$ cat src/ita_pkg.sv
package ita_pkg;

    // Mode codes
    localparam logic OP_SIGNED   = 1'b0;
    localparam logic OP_UNSIGNED = 1'b1;

    localparam logic [7:0]  ASCII_ZERO  = 8'h30;
    localparam logic [7:0]  ASCII_MINUS = 8'h2D;
    localparam logic [7:0]  DIGIT_MAX   = 8'd9;
    localparam logic [30:0] COUNT_MAX   = 31'h7FFF_FFFF;

    typedef struct packed {
        logic        op;
        logic [31:0] value;
        logic [30:0] prior_count;
    } item_t;

    typedef struct packed {
        logic [7:0]  character;
        logic        last;
        logic [30:0] total_count;
    } result_t;

    // Sequencer -> shift-and-add-3 unit
    typedef struct packed {
        logic load;
        logic digit_shift;
    } dab_ctrl_t;

    typedef struct packed {
        logic done;
    } dab_stat_t;

endpackage

$ cat src/ita_dabble.sv
module ita_dabble
    import ita_pkg::*;
#(
    parameter int VALUE_WIDTH = 32,
    parameter int DIGITS      = 10
)
(
    input  logic                   clk,
    input  logic                   rst_n,
    input  dab_ctrl_t              ctrl,
    input  logic [VALUE_WIDTH-1:0] magnitude,
    output dab_stat_t              stat,
    output logic [3:0]             top_digit
);

    localparam int CNT_W = $clog2(VALUE_WIDTH + 1);
    localparam int BCD_W = DIGITS * 4;

    logic [VALUE_WIDTH-1:0] bin_reg;
    logic [BCD_W-1:0]       bcd_reg;
    logic [CNT_W-1:0]       cnt_reg;
    logic [BCD_W-1:0]       adj;

    // add 3 to every digit of 5 or more before the shift
    always_comb
    begin
        for (int i = 0; i < DIGITS; i++)
        begin
            if (bcd_reg[i*4 +: 4] >= 4'd5)
                adj[i*4 +: 4] = bcd_reg[i*4 +: 4] + 4'd3;
            else
                adj[i*4 +: 4] = bcd_reg[i*4 +: 4];
        end
    end

    always_ff @(posedge clk or negedge rst_n)
    begin
        if (!rst_n)
        begin
            cnt_reg <= '0;
        end
        else if (ctrl.load)
        begin
            cnt_reg <= CNT_W'(VALUE_WIDTH);
        end
        else if (cnt_reg != '0)
        begin
            cnt_reg <= cnt_reg - 1'b1;
        end
    end

    always_ff @(posedge clk)
    begin
        if (ctrl.load)
        begin
            bin_reg <= magnitude;
            bcd_reg <= '0;
        end
        else if (cnt_reg != '0)
        begin
            bcd_reg <= {adj[BCD_W-2:0], bin_reg[VALUE_WIDTH-1]};
            bin_reg <= {bin_reg[VALUE_WIDTH-2:0], 1'b0};
        end
        else if (ctrl.digit_shift)
        begin
            bcd_reg <= {bcd_reg[BCD_W-5:0], 4'd0};
        end
    end

    assign stat.done = (cnt_reg == '0);
    assign top_digit = bcd_reg[BCD_W-1 -: 4];

endmodule

$ cat src/int_to_decimal_ascii.sv
// Decimal text of one word, most significant digit first, one character per result beat,
// with a leading '-' for a negative word in signed mode and the running count on every beat.
// An item is accepted, converted by serial shift-and-add-3 in the one conversion unit, then
// its leading zero digits are skipped (keeping at least one) and its sign and digit characters
// are sent, each one held back while the result side stalls. item_ready is high only while no
// item is in work.
module int_to_decimal_ascii
    import ita_pkg::*;
#(
    parameter int VALUE_WIDTH = 32
)
(
    input  logic    clk,
    input  logic    rst_n,
    input  logic    item_valid,
    output logic    item_ready,
    input  item_t   item_data,
    output logic    result_valid,
    input  logic    result_ready,
    output result_t result_data
);

    localparam int DIGITS = ((VALUE_WIDTH * 1233) >> 12) + 1;
    localparam int IDX_W  = $clog2(DIGITS);

    typedef enum logic [2:0] {
        S_IDLE,
        S_CONV,
        S_SKIP,
        S_SIGN,
        S_DIGIT
    } state_t;

    state_t                 state_reg;
    logic                   negative_flag_reg;
    logic [IDX_W-1:0]       digit_idx_reg;
    logic [30:0]            count_reg;
    logic [30:0]            count_next;
    logic                   result_valid_reg;
    result_t                result_reg;

    logic [VALUE_WIDTH+31:0] value_ext;
    logic [VALUE_WIDTH-1:0]  value_w;
    logic                    negative;
    logic [VALUE_WIDTH-1:0]  magnitude;
    logic                    slot_free;
    logic                    emit_beat;
    dab_ctrl_t               dab_ctrl;
    dab_stat_t               dab_stat;
    logic [3:0]              top_digit;

    assign value_ext = {{VALUE_WIDTH{1'b0}}, item_data.value};
    assign value_w   = value_ext[VALUE_WIDTH-1:0];
    assign negative  = (item_data.op == OP_SIGNED) && value_w[VALUE_WIDTH-1];
    assign magnitude = negative ? (~value_w + 1'b1) : value_w;

    assign item_ready = (state_reg == S_IDLE);
    assign slot_free  = !result_valid_reg || result_ready;
    assign emit_beat  = slot_free && ((state_reg == S_SIGN) || (state_reg == S_DIGIT));
    assign count_next = (count_reg == COUNT_MAX) ? COUNT_MAX : count_reg + 1'b1;

    always_comb
    begin
        dab_ctrl.load        = item_valid && item_ready;
        dab_ctrl.digit_shift = 1'b0;
        case (state_reg)
            S_SKIP:  dab_ctrl.digit_shift = (top_digit == 4'd0) && (digit_idx_reg != '0);
            S_DIGIT: dab_ctrl.digit_shift = slot_free;
            default: dab_ctrl.digit_shift = 1'b0;
        endcase
    end

    ita_dabble #(
        .VALUE_WIDTH (VALUE_WIDTH),
        .DIGITS      (DIGITS)
    ) u_dabble (
        .clk       (clk),
        .rst_n     (rst_n),
        .ctrl      (dab_ctrl),
        .magnitude (magnitude),
        .stat      (dab_stat),
        .top_digit (top_digit)
    );

    always_ff @(posedge clk or negedge rst_n)
    begin
        if (!rst_n)
        begin
            state_reg         <= S_IDLE;
            negative_flag_reg <= 1'b0;
            digit_idx_reg     <= '0;
            count_reg         <= '0;
            result_valid_reg  <= 1'b0;
            result_reg        <= '0;
        end
        else
        begin
            if (result_valid_reg && result_ready && !emit_beat)
                result_valid_reg <= 1'b0;

            case (state_reg)
                S_IDLE:
                begin
                    if (item_valid)
                    begin
                        negative_flag_reg <= negative;
                        count_reg         <= item_data.prior_count;
                        digit_idx_reg     <= IDX_W'(DIGITS - 1);
                        state_reg         <= S_CONV;
                    end
                end
                S_CONV:
                begin
                    if (dab_stat.done)
                        state_reg <= S_SKIP;
                end
                S_SKIP:
                begin
                    // drop leading zero digits, keeping at least one
                    if ((top_digit == 4'd0) && (digit_idx_reg != '0))
                        digit_idx_reg <= digit_idx_reg - 1'b1;
                    else if (negative_flag_reg)
                        state_reg <= S_SIGN;
                    else
                        state_reg <= S_DIGIT;
                end
                S_SIGN:
                begin
                    if (slot_free)
                    begin
                        result_reg.character   <= ASCII_MINUS;
                        result_reg.last        <= 1'b0;
                        result_reg.total_count <= count_next;
                        result_valid_reg       <= 1'b1;
                        count_reg              <= count_next;
                        state_reg              <= S_DIGIT;
                    end
                end
                S_DIGIT:
                begin
                    if (slot_free)
                    begin
                        result_reg.character   <= ASCII_ZERO + {4'd0, top_digit};
                        result_reg.last        <= (digit_idx_reg == '0);
                        result_reg.total_count <= count_next;
                        result_valid_reg       <= 1'b1;
                        count_reg              <= count_next;
                        if (digit_idx_reg == '0)
                            state_reg <= S_IDLE;
                        else
                            digit_idx_reg <= digit_idx_reg - 1'b1;
                    end
                end
                default:
                begin
                    state_reg <= S_IDLE;
                end
            endcase
        end
    end

    assign result_valid = result_valid_reg;
    assign result_data  = result_reg;

`ifndef ASSERT_OFF
    a_minus_not_last: assert property (@(posedge clk) disable iff (!rst_n)
        result_valid && (result_data.character == ASCII_MINUS) |-> !result_data.last)
        else $error("minus sign flagged as last beat");

    a_char_range: assert property (@(posedge clk) disable iff (!rst_n)
        result_valid |-> (result_data.character == ASCII_MINUS) ||
                         ((result_data.character >= ASCII_ZERO) &&
                          (result_data.character <= ASCII_ZERO + DIGIT_MAX)))
        else $error("result beat is neither a digit nor a minus sign");

    a_busy_after_accept: assert property (@(posedge clk) disable iff (!rst_n)
        item_valid && item_ready |=> !item_ready ##1 !item_ready)
        else $error("new item taken while conversion in progress");
`endif

endmodule
$ cat config.mk
export PLATFORM = sky130hd
export DESIGN_NAME = int_to_decimal_ascii
export DESIGN_NICKNAME = d
export VERILOG_FILES = /design/src/ita_pkg.sv /design/src/ita_dabble.sv /design/src/int_to_decimal_ascii.sv
export SDC_FILE = /design/constraint.sdc
export NUM_CORES = 1
export LEC_CHECK = 0
export BUFFER_PORTS_ARGS = -buffer_cell sky130_fd_sc_hd__buf_2
export CAP_MARGIN = 10
export CORE_MARGIN = 3
export CORE_UTILIZATION = 30
export CTS_BUF_LIST = sky130_fd_sc_hd__clkbuf_8
export CTS_CLUSTER_DIAMETER = 30
export DETAILED_ROUTE_END_ITERATION = 7
export PLACE_DENSITY = 0.45
export SLEW_MARGIN = 20
export SYNTH_ARGS = -nofsm -noshare
export SYNTH_HDL_FRONTEND = slang
export SYNTH_SLANG_ARGS = --single-unit
$ cat constraint.sdc
create_clock -name clk -period 3.42 [get_ports clk]
set_input_delay 0.513 -clock clk [delete_from_list [all_inputs] [get_ports clk]]
set_output_delay 0.513 -clock clk [all_outputs]
set_load 0.005 [all_outputs]
==> flow_metrics.tcl, run 1 <==
set metrics [dict create \
    cts.sinks 156 \
    largest_reg_flops 40 \
    clkTransAtPathRegs_ns 0.11 \
    final_area_sq_um 10800 \
    dr.pass1.iters 4 \
    post-route-period-util_pct 77.8 \
    start_kind "flip-flop" \
    worst_ep_required_time_ns 3.78 \
    setup_tns_ns 0 \
    h-tree-depth 4 \
    layout_common_cells "nand2_1 (120), buf_2 (106), o21ai_0 (102)" \
    netlist_area_sq_um 9370 \
    grt_pass1_wl_um 43400 \
    clockBufferDepth 2 \
    clock_latency_ns 0.46 \
    final-setup-viol-count 0 \
    p_per_area_nw_per_um2 341 \
    synth_seq_cells 156 \
    numCtsBuffers 17 \
    final_common_cell "nand2_1" \
    slew_violations 0 \
    ff2ff_setup_slack_ns 0.76 \
    max_freq_ghz 0.376 \
    grt_pass1_vias 7993 \
    area_delta_synth_final_pct 15.2 \
    vdd_drop_max_v 0.000209 \
    timing.hold.ws_ns 0.0213 \
    multi_input_area_sq_um 5060 \
    final_nets 1264 \
    antenna_found_initial 3 \
    path_max_fanout 16 \
    synth.distinct_cells 74 \
    hold_viol 0 \
    synth_edf_count 32 \
    postCtsResizedCells 0 \
    routabilityCongestion 0.794 \
    synth_async_sr_flop_share_pct 53.8 \
    reg2reg_from "count_reg[0]$_DFFE_PN0P_" \
    die_w_um 183 \
    die_h_um 183 \
    dpl_cell_area_sq_um 10300 \
    drt_iter0_drc 574 \
    wl_per_cell_um 16.9 \
    viasPerCell 5.20 \
    maxCapViolCount 0 \
    register_area_sq_um 3860 \
    finClkSkew_ns 0.0308 \
    r2r_end "count_reg[5]$_DFFE_PN0P_" \
    post-cts-setup-buffers 0 \
    ioPinCount 110 \
    arrival_ns 3.02 \
    synth_area_leaders "dfrtp_1 (22%), edfxtp_1 (10%), dfxtp_1 (8.6%), o21ai_0 (5.5%), nand2_1 (4.8%)" \
    fp-row-count 64 \
    worst_pin_slew_ns 0.858 \
    rsz0062_at_grt "no" \
    yosys.area.top_type_share_pct 22.4 \
    p_leak_nw 4.53 \
    grt_max_degree 39 \
    ant_nets 0 \
    cts_tree "built" \
    hold_path_class "input port to asynchronous set/reset pin" \
    ys.flop_type "dfrtp_1" \
    slew_headroom_pct 42.6 \
    fillers 3221 \
    drc 0 \
    crit_slowest_cell "or4_4" \
    layout-drive-gt1-share_pct 17.7 \
    synth_seq_area_share_pct 41.3 \
    yosys.area.top_type "dfrtp_1" \
    hpwl_um 18700 \
    overflow 0 \
    antennaDiodeCount 0 \
    critPathCaptureType "flip-flop" \
    core_sq_um 30700 \
    min_period_ns 2.66 \
    path_class "flip-flop to flip-flop" \
    io_buffer_count 107 \
    yosysWarningCount 0 \
    ctsRootBufferMaster "clkbuf_8" \
    die_area_sq_um 33400 \
    status "finished, final reports clean" \
    routed_wl_um 26700 \
    cp_cell_sequence "ha_1 > nand3_2 > or4_4 > o21ai_4 > buf_4 > o22ai_4 > a221oi_2" \
    start_util_pct 30.5 \
    slowest_delay_ns 0.61 \
    grtUsageTotal_pct 16.0 \
    reg2regPathDepth 7 \
    avgSynthCellArea_sq_um 8.62 \
    cts-hold-fix-buffers 0 \
    num_vias 8223 \
    synthCells 1086 \
]
final cells by class:
type	count	share of cell area, %
well taps	396	4.59
multi-input cells	823	47.0
inverters	34	1.18
clock inverters	15	2.05
repair buffers	139	7.22
clock buffers	17	2.17
flip-flops and latches	156	35.8
synthesized netlist by cell type (6+ instances only):
cell type and n:
edfxtp_1 32, nor4_1 13, nor3b_1 6, buf_2 18
nor2_1 85, o21ai_0 102, clkbuf_1 38, nand2_1 121
or4_1 6, mux2i_1 12, nor2b_1 6, a31oi_1 33
nand4_1 15, nor3_1 52, xor2_1 18, o22ai_1 8
buf_1 9, dfrtp_1 84, or3_1 16, xnor2_1 45
a211oi_1 22, nand3_1 30, ha_1 25, nand2b_1 23
inv_1 34, and4_1 8, o21a_1 6, a32oi_1 9
o22a_1 8, dfxtp_1 40, a21oi_1 78, and3_1 11
routing by layer:
layer / global-route usage, % / vias to the layer above / part of all wire (%)
met5: 0 / - / 0.13
met4: 3.08 / 6 / 0.94
met3: 2.97 / 22 / 3.9
met2: 26.4 / 145 / 46
met1: 21.9 / 3949 / 49
li1: - / 4101 / -
worst max-delay path, delay by kind of cell (launching register included):
family,cells,cell delay [ns]
flops,1,0.44
compound gates,3,0.77
fa+ha+maj,1,0.29
simple gates,2,0.82
buf+inv,1,0.26
where the power goes:
group / leakage [nW] / total [mW] / internal, mW / switching [mW]
Sequential: 1.87 / 1.88 / 1.88 / 0.0000000000000000287
Combinational: 2.43 / 0.154 / 0.0627 / 0.0910
Clock: 0.229 / 1.64 / 0.871 / 0.767
how the worst max path moves through the flow:
stage,from,endpoint,slack [ns],depth (start not counted)
after floorplan,u_dabble.cnt_reg[3]$_DFFE_PN0P_,u_dabble.bin_reg[0]$_SDFFCE_PN0P_,0.69,6
after global placement,item_data[39],u_dabble.bin_reg[29]$_DFFE_PP_,0.81,6
after detailed placement,count_reg[0]$_DFFE_PN0P_,count_reg[5]$_DFFE_PN0P_,0.78,7
after CTS,count_reg[0]$_DFFE_PN0P_,count_reg[5]$_DFFE_PN0P_,0.76,7
after global routing,count_reg[0]$_DFFE_PN0P_,count_reg[5]$_DFFE_PN0P_,0.57,7
final,count_reg[0]$_DFFE_PN0P_,count_reg[5]$_DFFE_PN0P_,0.76,7
through the flow:
stage               setup WS, ns  std cells  utilization, %  total power, mW
finish                     0.760       1580            35.2             3.67
global route               0.574       1580            35.2             3.83
CTS                        0.759       1580            35.2             3.74
detailed placement         0.782       1548            33.7             2.08
global placement           0.807       1548            33.7             2.08
floorplan                  0.693       1087               -             1.98
logic make-up (layout without fill, tap and decap cells):
family	Yosys count	count (layout)	share of synthesized area, %
xor+xnor	63	63	5.89
compound gates	297	297	19.7
fa+ha+maj	25	25	3.34
other cells	1	2	0.0400
simple gates	421	421	23.2
flops	156	156	41.3
buf+inv	108	205	4.92
mux	15	15	1.64
(Power assumes the default switching activity.)
==> run 2: changes to the inputs <==
- ABC_AREA: not set -> 1
- PLACE_DENSITY: 0.45 -> 0.46
- clock period: 3.42 -> 2.19 ns (I/O delays scaled with it)
==> flow_metrics.tcl, run 2 <==
set metrics [dict create \
    synth_edf_count 32 \
    synth_async_sr_flop_share_pct 53.8 \
    synthCells 1328 \
    final_common_cell "nand2_1" \
    worst_ep_required_time_ns 2.53 \
    routed_wl_um 26400 \
    setup_tns_ns 0 \
    synth_common_cells "nand2_1 (357), nor2_1 (163), inv_1 (122), o21ai_0 (109), dfrtp_1 (84)" \
    path_max_fanout 37 \
    path_class "flip-flop to flip-flop" \
    p_per_area_nw_per_um2 1340 \
    synth_area_leaders "dfrtp_1 (22%), nand2_1 (14%), edfxtp_1 (10%), dfxtp_1 (8.4%), nor2_1 (6.4%)" \
    grtUsageTotal_pct 15.8 \
    path_delay_family "buffers and inverters" \
    arrival_ns 2.32 \
    status "finished, final reports clean" \
    yosys.area.top_type "dfrtp_1" \
    final-setup-viol-count 0 \
    fillers 3378 \
    clock_latency_ns 0.46 \
    crit_slowest_cell "dfrtp_1" \
    num_vias 8731 \
    synth_seq_area_share_pct 40.4 \
    rsz0062_at_grt "no" \
    maxCapViolCount 0 \
    grt_max_degree 55 \
    yosys.area.top_type_share_pct 22.0 \
    largest_reg_flops 40 \
    synth.distinct_cells 41 \
    wl_per_cell_um 14.4 \
    ctsRootBufferMaster "clkbuf_8" \
    start_kind "flip-flop" \
    synth_seq_cells 156 \
    p_leak_nw 5.07 \
    yosysWarningCount 0 \
    cts_tree "built" \
    hold_path_class "input port to flip-flop" \
    cp_cell_sequence "inv_1 > ha_1 > inv_1 > nor2_1 > nand2_2 > buf_4 > inv_1 > a21oi_1 > a21oi_1" \
    clockBufferDepth 2 \
    viasPerCell 4.75 \
    slowest_delay_ns 0.37 \
    antenna_found_initial 0 \
    cp_common_cell "inv_1" \
    max_freq_ghz 0.507 \
    critPathCaptureType "flip-flop" \
    ant_nets 0 \
    drc 0 \
    post-route-period-util_pct 90.1 \
    layout-drive-gt1-share_pct 13.8 \
    h-tree-depth 4 \
    hold_viol 0 \
    worst_pin_slew_ns 0.605 \
    ioPinCount 110 \
    netlist_area_sq_um 9560 \
    drt_iter0_drc 537 \
    grt_pass1_wl_um 43700 \
    fp-row-count 64 \
    antennaDiodeCount 0 \
    post-cts-setup-buffers 0 \
    ys.flop_type "dfrtp_1" \
    routabilityCongestion 0.876 \
    die_h_um 184 \
    start_util_pct 30.8 \
    dp_cells 1804 \
    avgSynthCellArea_sq_um 7.20 \
    slew_headroom_pct 59.6 \
    slew_violations 0 \
    overflow 0 \
    min_period_ns 1.97 \
    area_delta_synth_final_pct 14.0 \
    finClkSkew_ns 0.0160 \
    io_buffer_count 107 \
    hpwl_um 19400 \
    cp.buffers_inverters 4 \
    vdd_drop_max_v 0.000434 \
    dr.pass1.iters 5 \
    final_cells 1837 \
    synth.most_common_cell "nand2_1" \
    die_w_um 184 \
    final_nets 1521 \
    core_sq_um 31000 \
    clkTransAtPathRegs_ns 0.09 \
    layout_common_cells "nand2_1 (356), nor2_1 (163), inv_1 (124)" \
    grt_pass1_vias 8394 \
    numCtsBuffers 17 \
    die_area_sq_um 34000 \
    cts.sinks 156 \
]
-- run 2: area by class of cell --
cell class | instances | area [sq um] | area share (%)
Multi-Input combinational cell | 989 | 4900 | 45.0
Sequential cell | 156 | 3860 | 35.5
Timing Repair Buffer | 134 | 793 | 7.28
Tap cell | 396 | 495 | 4.55
Inverter | 130 | 490 | 4.50
Clock buffer | 18 | 248 | 2.28
Clock inverter | 14 | 96.3 | 0.885
-- run 2: final timing paths --
| path | start | endpoint | slack (ns) | depth (start not counted) |
|---|---|---|---|---|
| worst max-delay path | u_dabble.cnt_reg[0]$_DFFE_PN0P_ | u_dabble.bcd_reg[24]$_SDFFE_PP0P_ | 0.22 | 9 |
| worst min register to register | result_data[37]$_DFFE_PN0P_ | result_data[37]$_DFFE_PN0P_ | 0.47 | 1 |
| worst max register to register | u_dabble.cnt_reg[0]$_DFFE_PN0P_ | u_dabble.bcd_reg[24]$_SDFFE_PP0P_ | 0.22 | 9 |
| max in group asynchronous | rst_n | u_dabble.cnt_reg[5]$_DFFE_PN0P_ | 1.24 | 3 |
| worst min-delay path | item_data[0] | count_reg[0]$_DFFE_PN0P_ | 0.18 | 3 |
| min in group asynchronous | rst_n | result_data[5]$_DFFE_PN0P_ | 0.30 | 2 |
-- run 2: power by group --
group | total [mW] | leakage, nW | switching [mW] | internal [mW]
clock network | 1.98 | 0.179 | 1.16 | 0.813
registers | 5.59 | 1.69 | 1.09 | 4.50
logic | 7.02 | 3.20 | 4.28 | 2.74
total | 14.6 | 5.07 | 6.53 | 8.05
-- run 2: what timing repair did --
item,CTS,global route
hold buffers,1,0
endpoints found under the setup margin,0,6
gates resized for setup,0,2
hold endpoints to repair,21,0
-- run 2: worst reg2reg max path, cell delays in order (launching register included) --
cell	delay, ns
dfrtp_1	0.37
inv_1	0.06
ha_1	0.20
inv_1	0.07
nor2_1	0.06
nand2_2	0.15
buf_4	0.37
inv_1	0.29
a21oi_1	0.23
a21oi_1	0.08
-- run 2: per-stage QoR --
stage                     setup WS [ns]  instance area (sq um)  hold WS [ns]  utilization, %  total power [mW]
after global routing            0.00376                  10900         0.153            35.1              16.2
final                             0.216                  10900         0.183            35.1              14.6
after detailed placement          0.103                  10500         0.253            34.0              12.8
after global placement            0.156                  10500         0.253            34.0              12.7
after floorplan                 0.00252                   9560        0.0329               -              10.7
after CTS                         0.151                  10900         0.137            35.1              14.8
-- run 2: metal layers --
| metal | up-vias | part of all wire [%] | GRT usage, % |
|---|---|---|---|
| met5 | - | 0 | 0 |
| met3 | 20 | 3.2 | 2.59 |
| li1 | 4539 | - | - |
| met4 | 0 | 1.4 | 3.99 |
| met2 | 136 | 46 | 26.2 |
| met1 | 4036 | 49 | 21.5 |
-- run 2: cell families (layout without fill, tap and decap cells) --
logic type | count (synthesis) | count (layout) | synth area share [%]
xor+xnor | 50 | 50 | 4.58
other cells | 1 | 2 | 0.0392
compound gates | 249 | 249 | 14.3
simple gates | 663 | 663 | 29.1
buf+inv | 184 | 296 | 8.33
flops | 156 | 156 | 40.4
fa+ha+maj | 25 | 25 | 3.27
